**src/dcwa_pkg.sv**
```systemverilog
// Shared types and constants for the descriptor cache with aging.
package dcwa_pkg;

   localparam int ENTRIES_DEF     = 64;
   localparam int PAYLOAD_MAX_DEF = 512;
   localparam int SLOT_W          = 6;
   localparam int CNT_W           = 7;
   localparam int PAY_W           = 10;
   localparam int KIND_W          = 3;
   localparam int CSR_IDX_W       = 8;
   localparam int TIME_W          = 64;

   localparam logic [KIND_W-1:0] KIND_INSERT   = 3'd0;
   localparam logic [KIND_W-1:0] KIND_FIND     = 3'd1;
   localparam logic [KIND_W-1:0] KIND_CLEAR    = 3'd2;
   localparam logic [KIND_W-1:0] KIND_EXPIRE   = 3'd3;
   localparam logic [KIND_W-1:0] KIND_DISPATCH = 3'd4;

   localparam logic [CSR_IDX_W-1:0] REG_MAX_AGE = 8'd0;
   localparam logic [CSR_IDX_W-1:0] REG_MIN_REQ = 8'd1;

   localparam logic [TIME_W-1:0] MAX_AGE_RST = 64'd10000;
   localparam logic [TIME_W-1:0] MIN_REQ_RST = 64'd1000;

   typedef enum logic [2:0] {
      ST_INSERTED = 3'd0,
      ST_UPDATED  = 3'd1,
      ST_FULL     = 3'd2,
      ST_FOUND    = 3'd3,
      ST_MISS     = 3'd4,
      ST_REMOVED  = 3'd5,
      ST_REQUEST  = 3'd6,
      ST_IDLE     = 3'd7
   } status_type;

   typedef enum logic [2:0] {
      OP_INSERT,
      OP_FIND,
      OP_CLEAR,
      OP_EXPIRE,
      OP_DISPATCH,
      OP_NOP
   } op_type;

   typedef struct packed {
      logic [63:0] model_id;
      logic [63:0] entity;
      logic [15:0] config_number;
      logic [15:0] desc_type;
      logic [15:0] desc_index;
   } key_type;

   typedef struct packed {
      key_type           key;
      logic [TIME_W-1:0] upd_time;
      logic [TIME_W-1:0] req_time;
      logic [PAY_W-1:0]  pay;
   } entry_type;

   typedef struct packed {
      op_type            op;
      logic [TIME_W-1:0] now;
      key_type           key;
      logic [PAY_W-1:0]  pay;
      logic [CNT_W-1:0]  credit;
   } cmd_type;

   typedef struct packed {
      status_type        status;
      logic [SLOT_W-1:0] slot;
      key_type           key;
      logic [PAY_W-1:0]  pay;
      logic [CNT_W-1:0]  removed;
      logic              last;
   } res_type;

endpackage

```
**src/dcwa_ifs.sv**
```systemverilog
// Request, response and register-write channel interfaces.
interface dcwa_req_if;
   import dcwa_pkg::*;
   logic                valid;
   logic                ready;
   logic [KIND_W-1:0]   kind;
   logic [TIME_W-1:0]   now_ms;
   logic [63:0]         model_id;
   logic [63:0]         entity;
   logic [15:0]         config_number;
   logic [15:0]         desc_type;
   logic [15:0]         desc_index;
   logic [PAY_W-1:0]    payload_bytes;
   logic [CNT_W-1:0]    request_credit;
   modport source (output valid, kind, now_ms, model_id, entity, config_number, desc_type,
                   desc_index, payload_bytes, request_credit, input ready);
   modport sink (input valid, kind, now_ms, model_id, entity, config_number, desc_type,
                 desc_index, payload_bytes, request_credit, output ready);
endinterface


```
**src/dcwa_front.sv**
```systemverilog
// Front end: takes requests, decodes the command and queues it for the table engine.
module dcwa_front #(
   parameter int PAYLOAD_MAX = dcwa_pkg::PAYLOAD_MAX_DEF
) (
   input  logic              clock,
   input  logic              reset,
   dcwa_req_if.sink          req,
   output logic              cmd_valid,
   output dcwa_pkg::cmd_type cmd,
   input  logic              cmd_pop
);
   import dcwa_pkg::*;

   localparam int CMP_W = 13;

   cmd_type     q_ff [2];
   logic        wr_ptr_ff, wr_ptr_in;
   logic        rd_ptr_ff, rd_ptr_in;
   logic [1:0]  cnt_ff, cnt_in;
   cmd_type     dec;
   logic        push;

   always_comb begin
      unique case (req.kind)
         KIND_INSERT:   dec.op = OP_INSERT;
         KIND_FIND:     dec.op = OP_FIND;
         KIND_CLEAR:    dec.op = OP_CLEAR;
         KIND_EXPIRE:   dec.op = OP_EXPIRE;
         KIND_DISPATCH: dec.op = OP_DISPATCH;
         default:       dec.op = OP_NOP;
      endcase
      dec.now               = req.now_ms;
      dec.key.model_id      = req.model_id;
      dec.key.entity        = req.entity;
      dec.key.config_number = req.config_number;
      dec.key.desc_type     = req.desc_type;
      dec.key.desc_index    = req.desc_index;
      // oversized lengths are stored as the maximum
      if (CMP_W'(req.payload_bytes) > CMP_W'(PAYLOAD_MAX)) begin
         dec.pay = PAY_W'(PAYLOAD_MAX);
      end else begin
         dec.pay = req.payload_bytes;
      end
      dec.credit = req.request_credit;
   end

   assign req.ready = (cnt_ff != 2'd2);
   assign push      = req.valid && req.ready;
   assign cmd_valid = (cnt_ff != 2'd0);
   assign cmd       = q_ff[rd_ptr_ff];

   always_comb begin
      wr_ptr_in = wr_ptr_ff ^ push;
      rd_ptr_in = rd_ptr_ff ^ cmd_pop;
      cnt_in    = cnt_ff + {1'b0, push} - {1'b0, cmd_pop};
   end

   always_ff @(posedge clock) begin
      if (reset) begin
         wr_ptr_ff <= 1'b0;
         rd_ptr_ff <= 1'b0;
         cnt_ff    <= 2'd0;
      end else begin
         wr_ptr_ff <= wr_ptr_in;
         rd_ptr_ff <= rd_ptr_in;
         cnt_ff    <= cnt_in;
      end
      if (push) begin
         q_ff[wr_ptr_ff] <= dec;
      end
   end
endmodule

```
**src/flat_wrapper.sv**
```systemverilog
// flat-port wrapper written by rule: the top's interface ports become plain ports
module dcwa_front_flat import dcwa_pkg::*;
#(
   parameter int PAYLOAD_MAX = dcwa_pkg::PAYLOAD_MAX_DEF
)
  (clock, reset, cmd_valid, cmd, cmd_pop, req_valid, req_kind, req_now_ms, req_model_id, req_entity, req_config_number, req_desc_type, req_desc_index, req_payload_bytes, req_request_credit, req_ready);
  dcwa_req_if req_i ();
  input  logic clock;
  input  logic reset;
  output logic cmd_valid;
  output dcwa_pkg::cmd_type cmd;
  input  logic cmd_pop;
  input wire logic [$bits(req_i.valid)-1:0] req_valid;
  input wire logic [$bits(req_i.kind)-1:0] req_kind;
  input wire logic [$bits(req_i.now_ms)-1:0] req_now_ms;
  input wire logic [$bits(req_i.model_id)-1:0] req_model_id;
  input wire logic [$bits(req_i.entity)-1:0] req_entity;
  input wire logic [$bits(req_i.config_number)-1:0] req_config_number;
  input wire logic [$bits(req_i.desc_type)-1:0] req_desc_type;
  input wire logic [$bits(req_i.desc_index)-1:0] req_desc_index;
  input wire logic [$bits(req_i.payload_bytes)-1:0] req_payload_bytes;
  input wire logic [$bits(req_i.request_credit)-1:0] req_request_credit;
  output wire logic [$bits(req_i.ready)-1:0] req_ready;
  assign req_i.valid = req_valid;
  assign req_i.kind = req_kind;
  assign req_i.now_ms = req_now_ms;
  assign req_i.model_id = req_model_id;
  assign req_i.entity = req_entity;
  assign req_i.config_number = req_config_number;
  assign req_i.desc_type = req_desc_type;
  assign req_i.desc_index = req_desc_index;
  assign req_i.payload_bytes = req_payload_bytes;
  assign req_i.request_credit = req_request_credit;
  assign req_ready = req_i.ready;
  dcwa_front #(.PAYLOAD_MAX(PAYLOAD_MAX)) u_core (.clock(clock), .reset(reset), .req(req_i), .cmd_valid(cmd_valid), .cmd(cmd), .cmd_pop(cmd_pop));
endmodule
```
**config.mk**
```make
export PLATFORM = sky130hd
export DESIGN_NAME = dcwa_front_flat
export DESIGN_NICKNAME = d
export VERILOG_FILES = /design/src/dcwa_pkg.sv /design/src/dcwa_ifs.sv /design/src/dcwa_front.sv /design/src/flat_wrapper.sv
export SDC_FILE = /design/constraint.sdc
export NUM_CORES = 1
export LEC_CHECK = 0
export BUFFER_PORTS_ARGS = -buffer_cell sky130_fd_sc_hd__buf_2
export CAP_MARGIN = 20
export CELL_PAD_IN_SITES_DETAIL_PLACEMENT = 0
export CELL_PAD_IN_SITES_GLOBAL_PLACEMENT = 1
export CORE_ASPECT_RATIO = 1.5
export CORE_MARGIN = 2
export CORE_UTILIZATION = 40
export DETAILED_ROUTE_END_ITERATION = 8
export PLACE_DENSITY = 0.82
export SLEW_MARGIN = 40
export SYNTH_ARGS = -nofsm -noshare
export SYNTH_HDL_FRONTEND = slang
export SYNTH_SLANG_ARGS = --single-unit
```
**constraint.sdc**
```tcl
create_clock -name clock -period 7.3 [get_ports clock]
set_input_delay 1.095 -clock clock [delete_from_list [all_inputs] [get_ports clock]]
set_output_delay 1.095 -clock clock [all_outputs]
set_load 0.05 [all_outputs]
```
Yosys cells after proc, flatten, opt, wreduce, memory -nomap -nowiden --
Memories as Yosys holds them, arrays and structs flattened. A register that Yosys moved wholly into a read port is not among the register bits. Index checks and enable logic that the tools add are counted.
Cells by class: order comparisons 1, equality and inequality tests 5, muxes and demuxes 5, reductions and logical operators 3, $add $sub $neg 2, bitwise operators 2
Operator list (count):
- 3-bit case mux with 5 select lines | 1
- 10-bit > comparator, second input constant | 1
- 10-bit 2-to-1 mux | 1
- 3-bit by 2-bit equality test with 1-bit output, second input constant | 2
- 3-bit by 1-bit equality test with 1-bit output, second input constant | 1
- 3-bit equality test, second input constant | 1
- 3-bit logical NOT | 1
- 1-bit 2-to-1 mux | 3
- 2-bit by 1-bit adder with 2-bit output | 1
- 2-bit inequality test, second input constant | 1
- 2-bit nonzero test | 1
- 2-bit by 1-bit subtractor with 2-bit output | 1
- 1-bit XOR | 2
- 1-bit logical AND | 1
Word-level totals: input port bits 264, memory bits (writable) 520, memories kept 1, word-level logic and storage cells 22, bits in registers 4
Memory list:
- u_core.q_ff | depth 2, bits a word 260, read ports 1, clocked after Yosys merged registers in 1, write ports 1, RTL line dcwa_front.sv:16 | cmd_type q_ff [2];

Logic depth before layout (Yosys ltp) --
Gate-level depths: netlist of run 1.
depth in word-level cells 4, gate-level depth with buffers 6, depth with buffers taken out 6

Worst setup path after synthesis of run 1 --
OpenSTA, ideal clock, no wires.
path kind input to register, start input port req_valid, end memory u_core.q_ff[1][0] in the netlist's numbering, enable pin, setup slack -591 ps, library setup time 656 ps, arrival time 7235 ps, stages on the path 2, path through and2_1 > ha_1
On the way: longest elaborated chain between the ends 3
RTL lines:
- from (decl) | RTL line flat_wrapper.sv:13 | input wire logic [$bits(req_i.valid)-1:0] req_valid;
- 1-bit logical AND | RTL line dcwa_front.sv:48 | assign push = req.valid && req.ready;
- 1-bit 2-to-1 mux | RTL line dcwa_front.sv:68 | if (push) begin
- 1-bit 2-to-1 mux (not written as such) | RTL line dcwa_front.sv:69 | q_ff[wr_ptr_ff] <= dec;
- to (decl) | RTL line dcwa_front.sv:16
Every way passes these cells.

==> flow_results.org, run 1 <==
** Outcome
- Run status :: complete, no violations

** STA
- The number of hold violations in the final report came to 0.
- At the pin with the least slew margin, the transition time is 0.799 ns.
- Pins Over Slew Limit :: 0
- Setup clock skew after layout :: 0.0174 ns
- The worst path meets setup with 3.54 ns of slack.
- Setup-failing EPs final :: 0
- Summed over all failing endpoints, the final setup total negative slack is 0 ns.
- After layout, the minimum clock period comes to 3.76 ns.
- The worst pin sits at a relative slew slack of 0.468.
- Based on the critical path, the design can be clocked at up to 266 MHz.
- Of the available clock period, the critical path in the final layout requires 0.515.
- Unrepaired setup endpoints after global routing :: false

** Pwr
- In this run the power density over the cells is 365 mW/mm2.
- P_leak :: 0.00960 uW
- The share of total power dissipated in combinational logic is 0.275.
- Part of the power in the clock network :: 0.281
- Sequential share of power :: 0.443
- Peak supply drop :: 0.233 mV
- Net switching power :: 2950 uW
- The internal power of the cells totals 6140 uW.
- Of the total power, the share spent switching nets is 0.325.

** Yosys
- For this run, the register share of the synthesized area comes to 0.792.
- The mapped netlist covers 0.0198 mm2.
- Total of warnings raised by yosys :: 0
- Avg Inst Size Synth :: 23.5 um2
- In this run, synthesis produced a sequential element count of 524.
- After technology mapping, the gate count stands at 842.
- When the netlist entered floorplanning its net count stood at 1110.
- After synthesis, the netlist uses 17 different library cells.

** Final layout
- Total area of multi-input combinational cells :: 0.00385 mm2
- In the final layout, flip-flops and latches occupy 0.0157 mm2.
- Post-layout instance area :: 0.0249 mm2
- Proportion of layout cells with a drive suffix above 1 :: 0.605
- Utilization of the core after routing :: 0.510
- Counting the fill cells in the layout gives 4042.
- After the flow finishes, the layout carries non-filler instances totaling 2109.
- Final nets :: 1665
- From synthesis to final layout, the design area changed by 25.5%.

** Routing
- Using the TritonRoute via totals, the vias-per-cell ratio works out to 4.67.
- The count of nets left with antenna violations once routing finished came out at 0.
- The pre-antenna-repair detailed-routing pass consisted of 4 iterations.
- The final route contains 9854 vias.
- Wires add up to 41.8 mm.
- The first routing iteration left 508 violations.
- After detailed routing, the number of remaining DRC violations is 0.
- WL/cell :: 19.8 um

** Die
- The die covers 0.0514 mm2.
- Die width :: 186 um
- Overall die height :: 277 um
- Starting utilization of the core area :: 0.406
- Core outline area :: 0.0488 mm2
- Pin placement for this block handled 526 I/O pins.
- Row cnt :: 99

** Placed design
- Total placed cells including tap cells :: 2000
- Post-detail-place hpwl :: 28.9 mm
- Pre-CTS setup slack :: 3.92 ns
- Gp weighted congestion :: 0.796
- In this run the cell area measured after placement is 0.0232 mm2.
- In this run the tool buffered the top-level ports with 525 buffer cells.

** Worst setup path
- The worst setup path is captured at an output pin.
- Worst EP required :: 6.20 ns
- Arrival @ worst endpoint :: 2.66 ns
- Worst setup path category :: reg -> out
- Sequence of cells on the critical path :: buf_12, buf_16, mux2_4, buf_2
- The largest single stage delay on the critical path is 0.59 ns.
- Largest fanout on the critical path :: 67
- Worst setup path start :: u_core.rd_ptr_ff
- Nature of the critical path startpoint :: flip-flop
- Launching point of the worst reg2reg path :: u_core.cnt_ff[0]
- Worst path slowest cell :: sky130_fd_sc_hd__dfxtp_4
- Number of cells on the worst reg-to-reg path :: 4

** Clock tree
- CTS Hold Bufs :: 0
- Buffers added to address setup during post-CTS repair amount to 0.
- Clock latency at the later pin of the worst-skew pair :: 0.56 ns
- After clock tree synthesis, the clock-pin slew on the worst setup and hold paths is 0.06 ns.
- Total clock sinks :: 524
- Root cell of the clock tree :: sky130_fd_sc_hd__clkbuf_16
- The clock tree synthesis step divided the H-tree into 2 levels.
- Clock tree synthesis inserted a total of 49 buffers.
- Maximum buffer depth of the clock tree :: 3
- Once the clock tree was built, the resizer swapped 0 gates to a different size.
- TritonCTS built the clock tree.

** Global routing
- Total overflow reported by the global router :: 0
- The first global-routing pass estimated 59.4 mm of wire.
- Entering global routing, the biggest net connects 136 pins.
- All-Layer GR Usage :: 0.154
- Antenna violations before repair :: 22
- Vias in the first global route :: 10400

** Min path
- Hold Crit Class :: reg -> reg
- Hold Startpoint :: u_core.wr_ptr_ff
- Number of stages on the worst hold path :: 3

** Flow run
- Count of max-cap constraint violations :: 0
-- cell usage after synthesis --
master | number | area [um2]
sky130_fd_sc_hd__and2_1 | 1 | 6.26
sky130_fd_sc_hd__buf_6 | 22 | 248
sky130_fd_sc_hd__ha_1 | 4 | 50.1
sky130_fd_sc_hd__or2_2 | 1 | 6.26
sky130_fd_sc_hd__mux2_2 | 70 | 788
sky130_fd_sc_hd__nor2_1 | 3 | 11.3
sky130_fd_sc_hd__xnor3_1 | 1 | 22.5
sky130_fd_sc_hd__inv_1 | 3 | 11.3
sky130_fd_sc_hd__edfxtp_1 | 520 | 15600
sky130_fd_sc_hd__xnor2_1 | 1 | 8.76
sky130_fd_sc_hd__buf_2 | 7 | 35.0
sky130_fd_sc_hd__nor2b_1 | 11 | 68.8
sky130_fd_sc_hd__dfxtp_1 | 4 | 80.1
sky130_fd_sc_hd__nand2b_1 | 1 | 6.26
sky130_fd_sc_hd__clkbuf_1 | 2 | 7.51
sky130_fd_sc_hd__mux2_4 | 190 | 2850
sky130_fd_sc_hd__a21o_1 | 1 | 7.51
-- worst max-delay path, delay by kind of cell (launching register included) --
family / cells / cell delay [ns]
muxes: 1 / 0.35
DFF: 1 / 0.59
buffers and inverters: 3 / 1.01
-- metal layers --
| metal | vias up | part of all wire | track usage |
|---|---|---|---|
| met5 | - | 0.0011 | 0 |
| met4 | 6 | 0.046 | 0.0886 |
| met3 | 102 | 0.075 | 0.0410 |
| met2 | 414 | 0.55 | 0.288 |
| met1 | 4854 | 0.33 | 0.149 |
| li1 | 4478 | - | - |
-- state kept, by name, indices dropped and copies added (netlist names) --
register and cells:
u_core.q_ff 520, u_core.cnt_ff 2, u_core.rd_ptr_ff 1, u_core.wr_ptr_ff 1
-- path summary, 6_finish.rpt --
check	slack, ns	end
max	3.54	cmd[235]
min	0.67	u_core.wr_ptr_ff
max reg2reg	4.80	u_core.q_ff[1][139]
min reg2reg	0.67	u_core.wr_ptr_ff
-- power by group through the flow --
stage	sequential [uW]	clock, uW	combinational (uW)
finish	4030	2560	2500
global route	4060	2740	2610
CTS	4030	2620	2520
detailed placement	4090	0	2510
global placement	4060	0	2480
floorplan	4190	0	1940
-- cells by family after synthesis --
| kind of cell | after synthesis | share of synthesized area |
|---|---|---|
| AOI/OAI and AO/OA | 1 | 0.000379 |
| xor gates and xnor gates | 2 | 0.00158 |
| adders and majority gates | 4 | 0.00252 |
| buffers and inverters | 34 | 0.0152 |
| DFF | 524 | 0.792 |
| muxes | 260 | 0.184 |
| and+or+nand+nor | 17 | 0.00499 |
-- area by class of cell --
type                    instances  area share
repair buffers                535       0.114
flip-flops and latches        524       0.631
well taps                     656      0.0330
inverters                       3    0.000452
multi-input cells             284       0.155
clock buffers                  57      0.0505
clock inverters                31      0.0144
diodes                         19     0.00191
-- metrics by stage --
stage	power (uW)	hold WS, ns
final	9090	0.667
after global routing	9420	0.684
after CTS	9180	0.662
after detailed placement	6610	0.651
after global placement	6540	0.641
after floorplan	6130	0.532
-- cells in the final DEF, fill, tap and decap left out, drive strengths merged, types with 3 or more instances in the layout --
cell type / netlist / final
buf: 29 / 535
edfxtp: 520 / 520
mux2: 260 / 260
clkbuf: 2 / 57
diode: 0 / 19
clkinv: 0 / 17
nor2b: 11 / 11
bufinv: 0 / 8
inv: 3 / 5
clkinvlp: 0 / 4
dfxtp: 4 / 4
ha: 4 / 4
nor2: 3 / 3
No activity file was read; power rests on OpenSTA's default activity.
==> run 2: changes to the inputs <==
CORE_UTILIZATION = 45   (was 40)
PLACE_DENSITY = 0.87   (was 0.82)
clock period = 3.8 ns   (was 7.3 ns; I/O delays follow)
==> run 2 against run 1 <==
Routed wire length is 0.14% higher. Worst setup slack worse by 2.7 ns. Sequential share of layout area rose by 0.13 points. Hold slack worse by 0.46 ns. Combinational power is 92% higher. Clock power grew 86%. Power up 91%. Non-clock buffer count grew 16. Utilization rose by 5.9 points. Register-to-register slack got worse by 3.2 ns. Largest cell class unchanged.
==> flow_results.org, run 2 (synthesis results as in run 1) <==
** Outcome
- Run status :: complete, no violations (unchanged)

** Global routing
- The via count of the first global-routing pass is 10300 (was 10400).
- The met2 global-route usage came to 0.311 (was 0.288).
- Global-route met3 utilization :: 0.0533 (was 0.0410)
- The combined global-route utilization of all metal layers is 0.174 (was 0.154).
- The global routing usage on met1 is 0.185 (was 0.149).
- Antenna violations before repair :: 23 (was 22)
- The largest net degree at the start of global routing was 80 (was 136).
- The global routing's busiest layer is met2 (unchanged).
- The overall overflow remaining after global route came to 0 (unchanged).
- Wire length of the first global-routing pass :: 60.2 mm (was 59.4 mm)

** Die
- Core outline area :: 0.0436 mm2 (was 0.0488 mm2)
- Total Die Area :: 0.0458 mm2 (was 0.0514 mm2)
- Top-level I/O count :: 526 (unchanged)
- Starting utilization of the core area :: 0.454 (was 0.406)
- The number of cell rows came to 94 (was 99).
- The die height is 261 um (was 277 um).
- Die width :: 175 um (was 186 um)

** Final layout
- Commonest non-fill, non-tap cell in the layout :: sky130_fd_sc_hd__buf_2 (unchanged)
- The footprint of the multi-input gates was 0.00385 mm2 (unchanged).
- The number of filler instances in the final layout is 3309 (was 4042).
- Proportion of layout cells with a drive suffix above 1 :: 0.609 (was 0.605)
- Storage cell area :: 0.0157 mm2 (unchanged)
- The share of the core filled with cells came to 0.569 (was 0.510).
- Leading cell types in the layout, fill and taps excluded :: sky130_fd_sc_hd__buf_2 (525), sky130_fd_sc_hd__edfxtp_1 (520), sky130_fd_sc_hd__mux2_4 (190), sky130_fd_sc_hd__mux2_2 (70), sky130_fd_sc_hd__clkbuf_16 (49) (unchanged)
- The net count reported at finish came to 1680 (was 1665).
- The layout overhead on the synthesized area is 25.3% (was 25.5%).
- Top reg by flops :: u_core.q_ff (unchanged)
- The flip-flop count of the largest register, all copies and words added was 520 (unchanged).
- Largest regs: u_core.q_ff (520), u_core.cnt_ff (2) (unchanged).

** Clock tree
- The root buffer cell is sky130_fd_sc_hd__clkbuf_16 (unchanged).
- Clock latency at the later pin of the worst-skew pair :: 0.55 ns (was 0.56 ns)
- Count of instances resized after the clock tree is built :: 0 (unchanged)
- Maximum level of the CTS H-tree :: 2 (unchanged)
- The TritonCTS sink count came to 524 (unchanged).
- Cts bufs inserted :: 48 (was 49)
- Maximum buffer depth of the clock tree :: 3 (unchanged)
- The CTS tree was yes (unchanged).
- Post-CTS setup buffers :: 0 (unchanged)
- Clock transition at path regs :: 0.06 ns (about the same)
- The number of hold buffers added after cts is 0 (unchanged).

** STA
- The actual transition at the worst max-transition pin came to 0.772 ns (was 0.799 ns).
- The worst clock skew is 0.0112 ns (was 0.0174 ns).
- The final total negative setup slack was 0 ns (unchanged).
- Share of the clock period used by the worst path after layout :: 0.791
- Pins Over Slew Limit :: 0 (unchanged)
- Period minus WS final :: 3.01 ns
- Worst relative slew slack :: 0.485 (was 0.468)
- Setup-failing EPs final :: 0 (unchanged)
- Max Fclk :: 333 MHz
- The number of hold violations in the final report came to 0 (unchanged).
- Unrepaired setup endpoints after global routing: false (unchanged).

** Worst setup path
- The type of origin of the critical path was a flip-flop (unchanged).
- Largest fanout on the critical path :: 38 (was 67)
- Arrival @ worst endpoint :: 2.44 ns (was 2.66 ns)
- Worst path max stage delay :: 0.84 ns (was 0.59 ns)
- Worst path slowest cell :: sky130_fd_sc_hd__dfxtp_4 (unchanged)
- Worst setup path category :: reg -> out (unchanged)
- The capturing element type of the critical path was an output pin (unchanged).
- The critical path data required time was 3.23 ns (was 6.20 ns).
- Sequence of cells on the critical path: buf_4, mux2_2, buf_2 (was buf_12, buf_16, mux2_4, buf_2).

** Placed design
- Post-detail-place hpwl :: 29.5 mm (was 28.9 mm)
- The final weighted congestion of routability-driven global placement is 0.791 (was 0.796).
- The count of input and output buffers was 525 (unchanged).

** Routing
- The DRC violation count after routing was 0 (unchanged).
- Routed wire length :: 41.9 mm (was 41.8 mm)
- Vias/cell :: 4.87 (was 4.67)
- Detailed-routing iteration count for the pre-antenna-repair pass :: 5 (was 4)
- The DRC marker count from the first detailed-route iteration is 561 (was 508).
- Count of nets left with antenna violations after detail routing :: 0 (unchanged)
- The via count of the routed design came to 9938 (was 9854).
- WL/cell :: 20.5 um (was 19.8 um)

** Min path
- Hold Crit Class :: in -> reg (was reg -> reg)

** Pwr
- The worst vdd rail ir drop was 0.596 mV (was 0.233 mV).
- P_leak :: 0.00967 uW (was 0.00960 uW)
- The areal power density over the cells came to 698 mW/mm2 (was 365 mW/mm2).

** Flow run
- The max-capacitance violation count was 0 (unchanged).
-- run 2: changes by cell type in the layout (fill, tap and decap cells not counted), sizes merged --
cell      change
diode         -4
clkbuf        -4
inv           +1
bufinv        -2
clkinv        +6
clkinvlp      -3
buf          +16
-- run 2: critical path: cells and delay by family, from the launching register on --
kind / cells / cell delay, ns
muxes: 1 / 0.37
DFF: 1 / 0.84
buffers and inverters: 2 / 0.63
-- run 2: area by class of cell --
class / instances / area share
inverters: 3 / 0.000453
repair buffers: 551 / 0.119
multi-input cells: 284 / 0.155
clock inverters: 33 / 0.0130
flip-flops and latches: 524 / 0.632
well taps: 576 / 0.0290
diodes: 15 / 0.00151
clock buffers: 53 / 0.0500
-- run 2: final timing paths --
| path | startpoint | end | slack [ns] | cells after the start |
|---|---|---|---|---|
| worst max-delay path | u_core.rd_ptr_ff | cmd[3] | 0.79 | 3 |
| worst min-delay path | req_now_ms[16] | u_core.q_ff[1][209] | 0.21 | 1 |
| worst max register to register | u_core.cnt_ff[0] | u_core.q_ff[1][120] | 1.65 | 4 |
| worst min register to register | u_core.wr_ptr_ff | u_core.wr_ptr_ff | 0.63 | 3 |
-- run 2: routing by layer --
layer  up-vias  wire length (um)
met5         -                86
met4        16              1540
met3       107              3250
met2       386             22700
met1      4923             14300
li1       4506                 -
-- run 2: power breakdown --
part	switching [uW]	internal [uW]
sequential	252	7490
combinational	3410	1390
clock	2000	2770
-- run 2: stage by stage --
step	power, uW	instances	area (um2)	setup slack, ns	hold slack, ns
floorplan	11600	842	19800	-0.988	0.564
global placement	12600	1938	23200	1.33	0.613
detailed placement	12700	1938	23200	1.32	0.628
CTS	17500	2024	24800	0.714	0.169
global route	17900	2038	24800	0.679	0.182
finish	17300	2039	24800	0.793	0.207
==> run 3: changes to the inputs <==
ABC_AREA = 1   (was default)
clock period = 3.05 ns   (was 3.8 ns; I/O delays follow)
==> run 3 against run 2 <==
Hold slack lost 0.11 ns. Sequential power grew 20%. Final cell count up 0.88%. Clock skew rose by 0.013 ns. Sequential share of layout area about the same. Critical path depth is 1 higher. Sequential cell count unchanged. Utilization down 0.12 points. Clock power up 20%. First-iteration DRC count down 18%.
==> flow_results.org, run 3 <==
** Routing
- The routed wire length came to 43.1 mm (was 41.9 mm).
- The length of the first detailed-routing pass in iterations came to 4 (was 5).
- The DRC violation count after routing was 0 (unchanged).
- WL/cell :: 21.0 um (was 20.5 um)
- Violation count after the first detailed-route iteration :: 458 (was 561)
- Vias/cell :: 4.89 (was 4.87)
- The via count of the routed design is 10100 (was 9938).
- Count of nets left with antenna violations after detail routing :: 0 (unchanged)

** Die
- Total Die Area :: 0.0459 mm2 (was 0.0458 mm2)
- The width of the die was 176 um (was 175 um).
- The initial cell density of the core is 0.454 (about the same).
- Top-level I/O count :: 526 (unchanged)
- The number of cell rows is 94 (unchanged).
- Core outline area :: 0.0438 mm2 (was 0.0436 mm2)
- Overall die height :: 261 um (about the same)

** Final layout
- The fraction of layout cells with a size suffix above 1 was 0.600 (was 0.609).
- The number of filler instances in the final layout came to 3378 (was 3309).
- Leading cell types in the layout, fill and taps excluded: sky130_fd_sc_hd__buf_2 (525), sky130_fd_sc_hd__edfxtp_1 (520), sky130_fd_sc_hd__mux2_4 (190), sky130_fd_sc_hd__mux2_2 (70), sky130_fd_sc_hd__clkbuf_16 (49) (unchanged).
- The commonest non-fill, non-tap cell in the layout is sky130_fd_sc_hd__buf_2 (unchanged).
- The layout overhead on the synthesized area was 25.0% (was 25.3%).
- The register with the most flip-flops was u_core.q_ff (unchanged).
- Largest regs :: u_core.q_ff (520), u_core.cnt_ff (2) (unchanged)
- Flip-flop count of the largest register after layout :: 520 (unchanged)
- Final nets :: 1695 (was 1680)
- The count of non-filler cells in the finished layout is 2057 (was 2039).

** Yosys
- Async S/R FF share, synth :: 0 (unchanged)
- Total of warnings raised by yosys :: 0 (unchanged)
- The count of mapped cells out of synthesis came to 867 (was 842).
- Leading cell types by total area after synthesis: sky130_fd_sc_hd__edfxtp_1 (79%), sky130_fd_sc_hd__mux2_4 (14%), sky130_fd_sc_hd__mux2_2 (4.0%), sky130_fd_sc_hd__buf_6 (1.2%), sky130_fd_sc_hd__dfxtp_1 (0.40%) (unchanged).
- The total nets after synthesis is 1135 (was 1110).
- Top post-synthesis cells by count :: sky130_fd_sc_hd__edfxtp_1 (520), sky130_fd_sc_hd__mux2_4 (190), sky130_fd_sc_hd__mux2_2 (70) (unchanged)
- The proportion of netlist area held by the largest area contributor was 0.785 (was 0.788).
- Most used standard cell by instance count after synthesis :: sky130_fd_sc_hd__edfxtp_1 (unchanged)
- Post-synthesis cell area :: 0.0199 mm2 (was 0.0198 mm2)
- Leading register cell type out of synthesis :: sky130_fd_sc_hd__edfxtp_1 (unchanged)
- The register bit count reported by yosys came to 524 (unchanged).
- The mean cell area of the mapped netlist was 22.9 um2 (was 23.5 um2).
- Portion of the post-synthesis area used by sequential elements :: 0.789 (was 0.792)
- Count of unique library cells instantiated by Yosys :: 15 (was 17)
- The number of flops mapped to enable cells by yosys was 520 (unchanged).
- Cell taking the most area after synthesis :: sky130_fd_sc_hd__edfxtp_1 (unchanged)

** STA
- Derived from the worst setup path, the maximum achievable clock frequency is 373 MHz.
- Pins Over Slew Limit :: 0 (unchanged)
- Worst relative slew slack :: 0.636 (was 0.485)
- The worst clock skew is 0.0242 ns (was 0.0112 ns).
- The number of hold violations in the final report came to 0 (unchanged).
- Share of the clock period used by the worst path after layout :: 0.879
- Subtracting the final worst setup slack from the clock period gives 2.68 ns.
- Setup-failing EPs final :: 0 (unchanged)
- The actual transition at the worst max-transition pin is 0.546 ns (was 0.772 ns).
- The final total negative setup slack came to 0 ns (unchanged).
- Unrepaired setup endpoints after global routing :: false (unchanged)

** Global routing
- The global-route wire length before repair is 60.4 mm (was 60.2 mm).
- All-Layer GR Usage :: 0.177 (was 0.174)
- The initial antenna violation count is 22 (was 23).
- Maximum number of pins on one net before global-route repair :: 91 (was 80)
- Total overflow reported by the global router :: 0 (unchanged)
- The via count of the first global-routing pass was 10500 (was 10300).

** Worst setup path
- Largest fanout on the critical path :: 54 (was 38)
- Worst path max stage delay :: 0.39 ns (was 0.84 ns)
- The depth of the worst register-to-register path came to 4 (unchanged).
- The family of cells with the greatest summed delay on the critical path is buffers and inverters (was flip-flops).
- Nature of the critical path startpoint :: flip-flop (unchanged)
- Critical path endpoint category :: output pin (unchanged)
- Cell repeated most along the worst path :: sky130_fd_sc_hd__buf_12
- Setup slack of the worst register-to-register path :: 1.17 ns (was 1.65 ns)
- The critical path data required time was 2.59 ns (was 3.23 ns).
- Sequence of cells on the critical path: buf_12, buf_12, mux2_2, buf_2 (was buf_4, mux2_2, buf_2).
- The arrival time reported for the critical path endpoint is 2.22 ns (was 2.44 ns).
- The endpoint of the lowest-slack register-to-register path is u_core.q_ff[0][117] (was u_core.q_ff[1][120]).
- Worst path slowest cell :: sky130_fd_sc_hd__dfxtp_4 (unchanged)
- Number of buffer and inverter instances along the worst setup path :: 3 (was 2)
- Worst setup path category :: reg -> out (unchanged)
- The startpoint of the lowest-slack register-to-register path is u_core.cnt_ff[0] (unchanged).

** Min path
- Hold Crit Class :: in -> reg (unchanged)
- Number of stages on the worst hold path :: 1 (unchanged)
- Hold Startpoint :: req_now_ms[57] (was req_now_ms[16])
- Hold Path Sink :: u_core.q_ff[0][250] (was u_core.q_ff[1][209])

** Placed design
- The total half-perimeter wirelength after legalization and detailed placement came to 30.8 mm (was 29.5 mm).
- Gp weighted congestion :: 0.822 (was 0.791)
- The count of input and output buffers is 525 (unchanged).
- Total placed cells including tap cells :: 1954 (was 1938)

** Outcome
- Run status :: complete, no violations (unchanged)

** Clock tree
- Count of instances resized after the clock tree is built :: 0 (unchanged)
- Clock latency at the later pin of the worst-skew pair :: 0.55 ns (about the same)
- Cts bufs inserted :: 47 (was 48)
- Root cell of the clock tree :: sky130_fd_sc_hd__clkbuf_16 (unchanged)
- Total clock sinks :: 524 (unchanged)
- The number of H-tree levels came to 2 (unchanged).
- Maximum buffer depth of the clock tree :: 3 (unchanged)
- The CTS tree is yes (unchanged).
- The number of hold buffers added after cts is 0 (unchanged).
- Clock transition at path regs :: 0.06 ns (about the same)
- The setup fix buffers added after clock tree synthesis was 0 (unchanged).

** Pwr
- The worst vdd rail ir drop is 0.652 mV (was 0.596 mV).
- Pwr dens :: 807 mW/mm2 (was 698 mW/mm2)
- P_leak :: 0.00970 uW (was 0.00967 uW)

** Flow run
- Count of max-cap constraint violations :: 0 (unchanged)
==> run 3: report_power, final <==
part	total, uW	switching [uW]	internal [uW]
Combinational	5050	3560	1500
Clock	5720	2440	3270
Sequential	9280	249	9040
==> run 3: cell type report <==
cell class | count | area (um2) | area share
inverters | 16 | 60.1 | 0.00242
clock buffers | 55 | 1250 | 0.0503
repair buffers | 543 | 2950 | 0.119
clock inverters | 28 | 248 | 0.00997
multi-input cells | 295 | 3870 | 0.156
diodes | 20 | 50.0 | 0.00201
well taps | 576 | 721 | 0.0290
flip-flops and latches | 524 | 15700 | 0.632
==> run 3: how the worst max path moves through the flow <==
stage                                start                end  slack, ns  cells after the start
after detailed placement  u_core.rd_ptr_ff           cmd[179]       0.94                      4
after global routing      u_core.rd_ptr_ff           cmd[245]       0.29                      4
after global placement    u_core.rd_ptr_ff           cmd[245]       0.95                      4
after CTS                 u_core.rd_ptr_ff           cmd[179]       0.33                      4
after floorplan                  req_valid  u_core.q_ff[1][0]    0.00002                      2
final                     u_core.rd_ptr_ff           cmd[245]       0.37                      4
==> run 3: cells by family after synthesis <==
group                    share of synthesized area
adder cells (fa/ha/maj)                    0.00252
XOR/XNOR                                  0.000881
buffers and inverters                       0.0178
multiplexers                                 0.183
AND/OR/NAND/NOR                            0.00359
flip-flops                                   0.789
AO/OA/AOI/OAI                              0.00277
==> run 3: per-layer routing <==
layer	routed length, um	vias to the layer above	share of wire	global-route usage
met5	46	-	0.0011	0
met4	2030	8	0.047	0.101
met3	3060	113	0.071	0.0501
met2	23700	420	0.55	0.327
met1	14300	4949	0.33	0.178
li1	-	4565	-	-
==> run 3: through the flow <==
stage	utilization	total power, uW	worst slack, ns	hold WS [ns]	instance area [um2]
3_3_place_gp	0.533	14400	0.954	0.577	23300
6_report	0.568	20100	0.368	0.0935	24800
2_1_floorplan	-	13300	0.0000218	0.524	19900
5_1_grt	0.568	20700	0.286	0.0633	24800
3_5_place_dp	0.533	14500	0.940	0.592	23300
4_1_cts	0.567	20300	0.333	0.0592	24800
